===== config.mk =====
export PLATFORM = sky130hd
export DESIGN_NAME = button_uart_bus_bridge
export DESIGN_NICKNAME = d
export VERILOG_FILES = /design/src/hdl/bub_pkg.sv /design/src/hdl/button_uart_bus_bridge.sv
export SDC_FILE = /design/constraint.sdc
export NUM_CORES = 1
export LEC_CHECK = 0
export BUFFER_PORTS_ARGS = -buffer_cell sky130_fd_sc_hd__buf_4
export CAP_MARGIN = 10
export CORE_MARGIN = 2
export CORE_UTILIZATION = 54
export CTS_CLUSTER_DIAMETER = 50
export CTS_CLUSTER_SIZE = 8
export DETAILED_ROUTE_END_ITERATION = 10
export GPL_TIMING_DRIVEN = 0
export PLACE_DENSITY = 0.79
export REMOVE_ABC_BUFFERS = 1
export SLEW_MARGIN = 20
export SYNTH_ARGS = -nofsm -noshare
export SYNTH_HDL_FRONTEND = slang
export SYNTH_SLANG_ARGS = --single-unit

===== constraint.sdc =====
create_clock -name aclk -period 2.91 [get_ports aclk]
set_clock_uncertainty 0.2 [all_clocks]
set_input_delay 0.582 -clock aclk [delete_from_list [all_inputs] [get_ports aclk]]
set_output_delay 0.582 -clock aclk [all_outputs]
set_load 0.02 [all_outputs]

===== src/hdl/bub_pkg.sv =====
// shared types and constants of the button and uart bus bridge
package bub_pkg;

    // operation codes carried by an input word
    typedef enum logic [2:0] {
        OP_TICK       = 3'd0,
        OP_WR_START   = 3'd1,
        OP_WR_BYTE    = 3'd2,
        OP_RD_START   = 3'd3,
        OP_RD_BYTE    = 3'd4,
        OP_UART_RX    = 3'd5
    } op_t;

    localparam int unsigned SW_W   = 4;
    localparam int unsigned BYTE_W = 8;
    localparam int unsigned LED_W  = 4;

    // command byte decoding
    localparam logic [BYTE_W-1:0] CMD_NIBBLE_MASK = 8'hF0;
    localparam int unsigned       CMD_TX_BIT      = 7;
    localparam int unsigned       CMD_RDSEL_BIT   = 6;
    localparam int unsigned       CMD_RDMODE_BIT  = 0;

    // upper leds are active low, reset turns them off
    localparam logic [LED_W-2:0] LED_UPPER_RESET = '1;

endpackage


===== src/hdl/button_uart_bus_bridge.sv =====
// button debounce and uart fifo bus bridge, top level
//
// Bus-slave bridge for four switches, four LEDs and a UART. Each input word
// carries one operation (timer tick with switch sample, write start, write
// byte, read start, read byte, or a byte received by the UART) and yields
// exactly one result word with read data, LED levels, the UART transmit byte
// and the interrupt line. Words pass through an input register, one level of
// logic that updates the bridge state, and a result register, so one word is
// taken every clock cycle unless the receiver stalls; each result is held in
// the result register. The receive FIFO is an internal memory of FIFO_DEPTH
// bytes whose head entry is kept in a read register, so a pop never stalls.
// A full FIFO drops incoming bytes and a pop from an empty FIFO returns 0.
module button_uart_bus_bridge
    import bub_pkg::*;
#(
    parameter int unsigned FIFO_DEPTH = 32
) (
    input  logic              aclk,
    input  logic              aresetn,
    input  logic              s_valid,
    output logic              s_ready,
    input  logic [2:0]        s_operation,
    input  logic [BYTE_W-1:0] s_data_byte,
    input  logic [SW_W-1:0]   s_switch_sample,
    output logic              m_valid,
    input  logic              m_ready,
    output logic [BYTE_W-1:0] m_read_data,
    output logic              m_more_data,
    output logic [LED_W-1:0]  m_led_levels,
    output logic              m_uart_tx_valid,
    output logic [BYTE_W-1:0] m_uart_tx_byte,
    output logic              m_irq_line
);

    localparam int unsigned PTR_W = $clog2(FIFO_DEPTH);
    localparam int unsigned CNT_W = $clog2(FIFO_DEPTH + 1);
    localparam logic [PTR_W-1:0] PTR_LAST = PTR_W'(FIFO_DEPTH - 1);
    localparam logic [CNT_W-1:0] CNT_FULL = CNT_W'(FIFO_DEPTH);

    // input register
    logic              in_valid_reg;
    op_t               op_reg;
    logic [BYTE_W-1:0] data_reg;
    logic [SW_W-1:0]   sw_reg;

    // bridge state
    logic [SW_W-1:0]   deb_reg, deb_next;
    logic [SW_W-1:0]   cnt_lo_reg, cnt_lo_next;
    logic [SW_W-1:0]   cnt_hi_reg, cnt_hi_next;
    logic [SW_W-1:0]   last_rd_reg, last_rd_next;
    logic              wr_uart_reg, wr_uart_next;
    logic              rd_uart_reg, rd_uart_next;
    logic              len_pend_reg, len_pend_next;
    logic [LED_W-2:0]  led_up_reg, led_up_next;
    logic              irq_reg, irq_next;
    logic [PTR_W-1:0]  head_reg, head_next;
    logic [PTR_W-1:0]  tail_reg, tail_next;
    logic [CNT_W-1:0]  count_reg, count_next;

    // fifo storage and head read register
    logic [BYTE_W-1:0] fifo_mem [FIFO_DEPTH];
    logic [BYTE_W-1:0] head_data_reg;
    logic              fifo_we;

    // result register
    logic              m_valid_reg;
    logic [BYTE_W-1:0] rd_data_reg, rd_data_next;
    logic              more_reg, more_next;
    logic [LED_W-1:0]  led_reg, led_next;
    logic              tx_valid_reg, tx_valid_next;
    logic [BYTE_W-1:0] tx_byte_reg, tx_byte_next;
    logic              irq_out_reg;

    logic              advance;

    // handshake: the word in the input register moves on when the result slot frees
    assign advance = in_valid_reg && (!m_valid_reg || m_ready);
    assign s_ready = !in_valid_reg || advance;

    always_ff @(posedge aclk) begin
        if (!aresetn) begin
            in_valid_reg <= 1'b0;
        end else if (s_ready) begin
            in_valid_reg <= s_valid;
        end
    end

    always_ff @(posedge aclk) begin
        if (s_valid && s_ready) begin
            op_reg   <= op_t'(s_operation);
            data_reg <= s_data_byte;
            sw_reg   <= s_switch_sample;
        end
    end

    // per-word state update and result
    always_comb begin
        logic [SW_W-1:0] delta;
        logic [SW_W-1:0] changed;
        logic [SW_W-1:0] rise;
        logic [SW_W-1:0] fall;

        deb_next      = deb_reg;
        cnt_lo_next   = cnt_lo_reg;
        cnt_hi_next   = cnt_hi_reg;
        last_rd_next  = last_rd_reg;
        wr_uart_next  = wr_uart_reg;
        rd_uart_next  = rd_uart_reg;
        len_pend_next = len_pend_reg;
        led_up_next   = led_up_reg;
        irq_next      = irq_reg;
        head_next     = head_reg;
        tail_next     = tail_reg;
        count_next    = count_reg;
        fifo_we       = 1'b0;
        rd_data_next  = '0;
        more_next     = 1'b0;
        tx_valid_next = 1'b0;
        tx_byte_next  = '0;

        // two-bit vertical counters per switch
        delta   = sw_reg ^ deb_reg;
        changed = '0;
        rise    = deb_reg & ~last_rd_reg;
        fall    = ~deb_reg & last_rd_reg;

        if (advance) begin
            unique case (op_reg)
                OP_TICK: begin
                    cnt_hi_next = (cnt_hi_reg ^ cnt_lo_reg) & delta;
                    cnt_lo_next = ~cnt_lo_reg & delta;
                    changed     = delta & ~(cnt_lo_next | cnt_hi_next);
                    deb_next    = deb_reg ^ changed;
                    if (changed != '0) begin
                        irq_next = 1'b1;
                    end
                end
                OP_WR_START: begin
                    wr_uart_next = 1'b0;
                end
                OP_WR_BYTE: begin
                    if (wr_uart_reg) begin
                        tx_valid_next = 1'b1;
                        tx_byte_next  = data_reg;
                    end else if ((data_reg & CMD_NIBBLE_MASK) == '0) begin
                        led_up_next = data_reg[LED_W-1:1];
                    end else begin
                        if (data_reg[CMD_TX_BIT]) begin
                            wr_uart_next = 1'b1;
                        end
                        if (data_reg[CMD_RDSEL_BIT]) begin
                            rd_uart_next = data_reg[CMD_RDMODE_BIT];
                        end
                    end
                end
                OP_RD_START: begin
                    if (rd_uart_reg) begin
                        len_pend_next = 1'b1;
                    end
                end
                OP_RD_BYTE: begin
                    priority if (!rd_uart_reg) begin
                        // edge flags since the last button read
                        rd_data_next = {fall, rise};
                        last_rd_next = deb_reg;
                        irq_next     = 1'b0;
                    end else if (len_pend_reg) begin
                        rd_data_next  = BYTE_W'(count_reg);
                        more_next     = (count_reg != '0);
                        len_pend_next = 1'b0;
                    end else if (count_reg != '0) begin
                        rd_data_next = head_data_reg;
                        head_next    = (head_reg == PTR_LAST) ? '0 : head_reg + 1'b1;
                        count_next   = count_reg - 1'b1;
                        more_next    = (count_next != '0);
                    end else begin
                        rd_data_next = '0;
                        more_next    = 1'b0;
                    end
                end
                OP_UART_RX: begin
                    if (count_reg < CNT_FULL) begin
                        fifo_we    = 1'b1;
                        tail_next  = (tail_reg == PTR_LAST) ? '0 : tail_reg + 1'b1;
                        count_next = count_reg + 1'b1;
                    end
                end
                default: begin
                end
            endcase
        end

        led_next = {led_up_next, (count_next == '0)};
    end

    // state registers
    always_ff @(posedge aclk) begin
        if (!aresetn) begin
            deb_reg      <= '0;
            cnt_lo_reg   <= '0;
            cnt_hi_reg   <= '0;
            last_rd_reg  <= '0;
            wr_uart_reg  <= 1'b0;
            rd_uart_reg  <= 1'b0;
            len_pend_reg <= 1'b0;
            led_up_reg   <= LED_UPPER_RESET;
            irq_reg      <= 1'b0;
            head_reg     <= '0;
            tail_reg     <= '0;
            count_reg    <= '0;
        end else begin
            deb_reg      <= deb_next;
            cnt_lo_reg   <= cnt_lo_next;
            cnt_hi_reg   <= cnt_hi_next;
            last_rd_reg  <= last_rd_next;
            wr_uart_reg  <= wr_uart_next;
            rd_uart_reg  <= rd_uart_next;
            len_pend_reg <= len_pend_next;
            led_up_reg   <= led_up_next;
            irq_reg      <= irq_next;
            head_reg     <= head_next;
            tail_reg     <= tail_next;
            count_reg    <= count_next;
        end
    end

    // fifo memory write
    always_ff @(posedge aclk) begin
        if (fifo_we) begin
            fifo_mem[tail_reg] <= data_reg;
        end
    end

    // head entry read, with bypass when the head slot is written this cycle
    always_ff @(posedge aclk) begin
        if (fifo_we && (tail_reg == head_next)) begin
            head_data_reg <= data_reg;
        end else begin
            head_data_reg <= fifo_mem[head_next];
        end
    end

    // result register
    always_ff @(posedge aclk) begin
        if (!aresetn) begin
            m_valid_reg <= 1'b0;
        end else if (advance) begin
            m_valid_reg <= 1'b1;
        end else if (m_ready) begin
            m_valid_reg <= 1'b0;
        end
    end

    always_ff @(posedge aclk) begin
        if (advance) begin
            rd_data_reg  <= rd_data_next;
            more_reg     <= more_next;
            led_reg      <= led_next;
            tx_valid_reg <= tx_valid_next;
            tx_byte_reg  <= tx_byte_next;
            irq_out_reg  <= irq_next;
        end
    end

    assign m_valid         = m_valid_reg;
    assign m_read_data     = rd_data_reg;
    assign m_more_data     = more_reg;
    assign m_led_levels    = led_reg;
    assign m_uart_tx_valid = tx_valid_reg;
    assign m_uart_tx_byte  = tx_byte_reg;
    assign m_irq_line      = irq_out_reg;

endmodule


After elaboration in Yosys (flattened, before gate mapping)
Memories as Yosys holds them, arrays and structs flattened. A register that Yosys moved wholly into a read port is not among the register bits.
Index checks and enable logic that the tools add are counted.

storage, ports and cells
  register bits = 79
  bits in writable memories = 256
  input bits = 19
  output and inout port bits = 25
  word-level logic and storage cells = 118
  memories kept = 1

memory list
  name      depth  width  read ports  clocked after Yosys merged registers in  write ports  RTL line                      text
  fifo_mem  32     8      1           1                                        1            button_uart_bus_bridge.sv:61  logic [BYTE_W-1:0] fifo_mem [FIFO_DEPTH];

operators by class
  $add $sub $neg = 4
  $lt $le $gt $ge = 1
  eq/ne operators = 9
  mux-type cells = 41
  bitwise logic cells = 16
  reduce and logical (&&, ||, !) cells = 23

operators by type and width
  cell                                              count
  2-to-1 mux 5 bit                                  7
  2-to-1 mux 6 bit                                  5
  2-to-1 mux 8 bit                                  3
  AND 4 bit                                         5
  2-to-1 mux 1 bit                                  18
  NOT 4 bit                                         4
  2-to-1 mux 3 bit                                  4
  one-hot mux 6 bit (2 select lines)                1
  nonzero test 6 bit                                2
  XOR 4 bit                                         3
  adder 5 x 1 -> 5 bit, second input constant       2
  == test 5 bit, second input constant              2
  logical NOT 8 bit                                 1
  AND reduction 2 bit                               4
  adder 6 x 1 -> 6 bit, second input constant       1
  == test 3 x 2 -> 1 bit, second input constant     2
  == test 3 bit, second input constant              2
  logical NOT 6 bit                                 1
  < comparator 6 bit, second input constant         1
  one-hot mux 1 bit (2 select lines)                3
  AND reduction 3 bit                               2
  nonzero test 2 bit                                3
  subtractor 6 x 1 -> 6 bit, second input constant  1
  AND reduction 5 bit                               1
  other kinds (10)                                  16

Longest topological paths before layout
  depth after elaboration = 9
  depth in mapped cells = 9
  mapped depth without buffers = 7

Worst setup path after synthesis
Ideal clock, no wire load.

  path kind = input to register
  start = in m_ready
  end = mem fifo_mem[10][0], enable pin
  setup time = 0.370 ns
  arrival time = 2.012 ns
  required time = 2.340 ns
  setup slack = 0.328 ns
  stages on the path = 6
  buffers on the path = 1
  path through = nand2b_1 -> nand2_1 -> buf_2 -> nor3_1 -> nand2_1 -> nor2_1

on the way
  word-level cells in the longest chain between the ends = 5

ends and longest elaborated chain
  item                                    RTL line                       text
  from (decl)                             button_uart_bus_bridge.sv:26   input logic m_ready,
  logical OR 1 bit                        button_uart_bus_bridge.sv:77   assign advance = in_valid_reg && (!m_valid_reg || m_ready);
  logical AND 1 bit                       button_uart_bus_bridge.sv:77
  2-to-1 mux 1 bit                        button_uart_bus_bridge.sv:127  if (advance) begin
  2-to-1 mux 1 bit                        button_uart_bus_bridge.sv:229  if (fifo_we) begin
  2-to-1 mux 1 bit (implied by the code)  button_uart_bus_bridge.sv:230  fifo_mem[tail_reg] <= data_reg;
  to (decl)                               button_uart_bus_bridge.sv:61

No other way between the ends.

Worst setup path after layout
  start = reg op_reg[1]
  end = mem fifo_mem[15][5], enable pin

on the way
  word-level cells in the longest chain between the ends = 5

ends and longest elaborated chain
  item                                    RTL line                       text
  from (decl)                             button_uart_bus_bridge.sv:42   op_t op_reg;
  from (signal assigned)                  button_uart_bus_bridge.sv:90   op_reg <= op_t'(s_operation);
  == test 3 bit                           button_uart_bus_bridge.sv:128  unique case (op_reg)
  2-to-1 mux 1 bit                        button_uart_bus_bridge.sv:128
  2-to-1 mux 1 bit                        button_uart_bus_bridge.sv:127
  2-to-1 mux 1 bit                        button_uart_bus_bridge.sv:229
  2-to-1 mux 1 bit (implied by the code)  button_uart_bus_bridge.sv:230

No other way between the ends.

==> impl_metrics.env <==
export IMPL_status="completed"
export IMPL_ioPinCount=44
export IMPL_hold_path_startpoint="s_data_byte[0]"
export IMPL_ys_seq_area_share_pct=70.4
export IMPL_cts_tree="built"
export IMPL_core_um2=25200
export IMPL_avgRoutedWirePerCell_um=23.9
export IMPL_die_area_um2=26900
export IMPL_synth_edf_count=294
export IMPL_fmax_ghz=0.357
export IMPL_insertion_delay_ns=0.53
export IMPL_worst_slack_ns=0.111
export IMPL_hold_depth=1
export IMPL_hold_viol=0
export IMPL_tightestPinTransition_ns=1.04
export IMPL_crit_slowest_cell="edfxtp_1"
export IMPL_cts_buffers=48
export IMPL_htreeDepth=2
export IMPL_path_cells="and2b_1 -> nand2_1 -> nor3_4 -> nand2_2 -> nor2_4"
export IMPL_syn_inst=882
export IMPL_grt_pass1_wl_um=46800
export IMPL_nFillCells=1673
export IMPL_path_depth=5
export IMPL_insertedDiodeCount=0
export IMPL_crit_path_max_fanout=9
export IMPL_setup_viol=0
export IMPL_fp_row_count=58
export IMPL_portBuffers=43
export IMPL_period_share_pct=96.2
export IMPL_worstSetupEndpoint="fifo_mem[15][5]$_DFFE_PP_"
export IMPL_grt_pass1_vias=8085
export IMPL_syn_area_um2=13800
export IMPL_place_worst_setup_slack_ns=-0.781
export IMPL_path_class="flop to flop"
export IMPL_ys_flop_type="edfxtp_1"
export IMPL_syn_avg_cell_area_um2=15.7
export IMPL_ys_ff_latch=340
export IMPL_route_detailed_drc=0
export IMPL_antenna_left=0
export IMPL_gr_total_overflow=0
export IMPL_synthDominantCellAreaShare_pct=63.8
export IMPL_report_final_slew_viol_count=0
export IMPL_pwr_density_cell_nw_per_um2=662
export IMPL_critPathMaxStageDelay_ns=0.53
export IMPL_hpwl_um=18600
export IMPL_die_w_um=164
export IMPL_netlist_top_cell_by_area="edfxtp_1"
export IMPL_synthToLayoutAreaGrowth_pct=17.8
export IMPL_grt_use_total_pct=23.5
export IMPL_vdd_drop_max_mv=0.520
export IMPL_grtUsageMet1_pct=32.2
export IMPL_hp_class="input pin to flop"
export IMPL_place_congestion=0.892
export IMPL_cp_startpoint="op_reg[1]$_DFFE_PP_"
export IMPL_use_met2_pct=37.8
export IMPL_grt_busiest_layer="met2"
export IMPL_clkTransAtPathRegs_ns=0.05
export IMPL_wl_um=31400
export IMPL_cap_violations=0
export IMPL_min_period_ns=2.80
export IMPL_met3_usage_pct=4.57
export IMPL_reg2reg_to="fifo_mem[15][5]$_DFFE_PP_"
export IMPL_critPathLaunchType="flop"
export IMPL_rsz0062_at_grt="no"
export IMPL_clock_path_buffers=3
export IMPL_drive_gt1_share_pct=22.4
export IMPL_clkSinkCount=340
export IMPL_largest_reg_flops=256
export IMPL_die_y_um=164
export IMPL_async_flop_share_pct=0
export IMPL_vias_per_cell=6.20
export IMPL_regMostFlops="fifo_mem"
export IMPL_antenna_found_initial=0
export IMPL_r2r_cells=5
export IMPL_crit_family="simple AND/OR/NAND/NOR gates"
export IMPL_vias=8144
export IMPL_drt_iter0_drc=990
export IMPL_yosysUniqueCellTypes=64
export IMPL_yosysWarnings=0
export IMPL_synth_area_leaders="edfxtp_1, mux4_2, dfxtp_1, mux2i_1, nor2_1"
export IMPL_root_buffer="clkbuf_16"
export IMPL_arrival_ns=2.77
export IMPL_p_leak_nw=5.07
export IMPL_drtPass1Iterations=5
export IMPL_worstSetupEndpointType="flop"
export IMPL_tns_ns=0
export IMPL_nets=974
export IMPL_grt_max_degree=56
export IMPL_start_util_pct=55.0
export IMPL_reg2reg_from="op_reg[1]$_DFFE_PP_"
export IMPL_critical_path_buf_inv_count=0
export IMPL_cts_hold_buf=0
export IMPL_r2r_setup_slack_ns=0.11
export IMPL_slew_headroom_pct=30.2
export IMPL_critPathRequiredTime_ns=2.88
## placed cells by master, fill, tap and decap left out, types with 4 or more instances in the layout
| cell type | synthesis | layout |
|---|---|---|
| o22ai_1 | 5 | 5 |
| mux2i_1 | 31 | 31 |
| clkbuf_16 | 0 | 49 |
| nand3b_1 | 9 | 9 |
| mux2_2 | 9 | 9 |
| nor2b_1 | 12 | 12 |
| a41oi_1 | 4 | 4 |
| a22oi_1 | 8 | 8 |
| a31oi_1 | 7 | 7 |
| dfxtp_1 | 46 | 42 |
| mux4_2 | 50 | 50 |
| o21ai_0 | 16 | 16 |
| buf_8 | 0 | 5 |
| a21oi_1 | 36 | 36 |
| and2_1 | 19 | 19 |
| nor2_4 | 0 | 29 |
| and3_1 | 5 | 5 |
| nor3_1 | 13 | 12 |
| nand4_1 | 6 | 6 |
| xnor2_1 | 8 | 8 |
| nand2b_1 | 9 | 9 |
| a311oi_1 | 4 | 4 |
| nor2_1 | 79 | 47 |
| buf_16 | 0 | 6 |
| nand3_1 | 29 | 29 |
| inv_1 | 16 | 14 |
| buf_4 | 4 | 44 |
| o21ai_1 | 9 | 9 |
| dfxtp_4 | 0 | 4 |
| ha_1 | 10 | 10 |
| nand2_2 | 1 | 6 |
| nand2_1 | 48 | 43 |
| edfxtp_1 | 294 | 294 |
| clkbuf_1 | 14 | 38 |
## cell families (layout without fill, tap and decap cells)
| kind of cell | Yosys count | in the layout | share of synthesized area (%) |
|---|---|---|---|
| flip-flops | 340 | 340 | 70.4 |
| XOR/XNOR | 8 | 8 | 0.506 |
| adder cells (fa/ha/maj) | 10 | 10 | 0.904 |
| AO/OA/AOI/OAI | 114 | 114 | 5.23 |
| AND/OR/NAND/NOR | 258 | 258 | 9.53 |
| buffers and inverters | 59 | 160 | 2.05 |
| multiplexers | 93 | 93 | 11.4 |
## report_power, final
part           switching [mW]  internal, mW
sequential             0.0603          5.33
clock                    1.91          3.22
combinational           0.172         0.106
total                    2.15          8.66
## layer usage
metal  vias up  share of wire [%]
li1       3579                  -
met1      4038                 39
met2       457                 49
met3        70                9.0
met4         0                2.8
met5         -                  0
## how the worst min path moves through the flow
stage / to / slack, ns
floorplan: wr_uart_reg$_SDFFE_PN0P_ / 0.26
global placement: wr_uart_reg$_SDFFE_PN0P_ / 0.27
detailed placement: last_rd_reg[1]$_SDFFE_PN0P_ / 0.28
CTS: data_reg[0]$_DFFE_PP_ / 0.02
global route: sw_reg[3]$_DFFE_PP_ / 0.02
finish: data_reg[0]$_DFFE_PP_ / 0.03
## worst reg2reg max path: stages, from the launching register on
cell and delay, ns:
edfxtp_1 0.53, and2b_1 0.36, nand2_1 0.15, nor3_4 0.39
nand2_2 0.38, nor2_4 0.44
## cells in the mapped netlist, types with 4 or more instances
cell type / n
edfxtp_1: 294
nand4_1: 6
nor2b_1: 12
dfxtp_1: 46
nand3b_1: 9
mux2i_1: 31
nand2_1: 48
a22oi_1: 8
and2_1: 19
o21ai_0: 16
mux2_2: 9
o22ai_1: 5
nand2b_1: 9
nor3b_1: 4
a41oi_1: 4
a31oi_1: 7
a21oi_1: 36
clkbuf_1: 14
and3_1: 5
ha_1: 10
nor3_1: 13
o21ai_1: 9
nor2_1: 79
a221oi_1: 4
nand3_1: 29
mux4_2: 50
xnor2_1: 8
buf_2: 20
buf_4: 4
inv_1: 16
a311oi_1: 4
## final cells by class
type	count	area, um2	share of cell area, %
Timing Repair Buffer	56	591	3.62
Clock inverter	1	30.0	0.184
Sequential cell	340	9760	59.9
Inverter	16	63.8	0.391
Multi-Input combinational cell	483	4080	25.0
Clock buffer	87	1370	8.39
Tap cell	330	413	2.53
## metrics by stage
step / power [mW] / hold WS [ns] / utilization (%) / instances / area, um2
after floorplan: 5.61 / 0.255 / - / 839 / 13600
after global placement: 5.72 / 0.270 / 57.0 / 1212 / 14400
after detailed placement: 5.74 / 0.284 / 57.6 / 1218 / 14500
after CTS: 10.8 / 0.0224 / 63.7 / 1307 / 16000
after global routing: 11.1 / 0.0156 / 64.8 / 1313 / 16300
final: 10.8 / 0.0310 / 64.8 / 1313 / 16300
## what timing repair did
action	4_1_cts	5_1_grt
setup buffers	1	2
endpoints found under the setup margin	275	261
pin swaps	1	1
endpoints found under the hold margin	0	0
resized for setup	40	33
(Power assumes the default switching activity.)
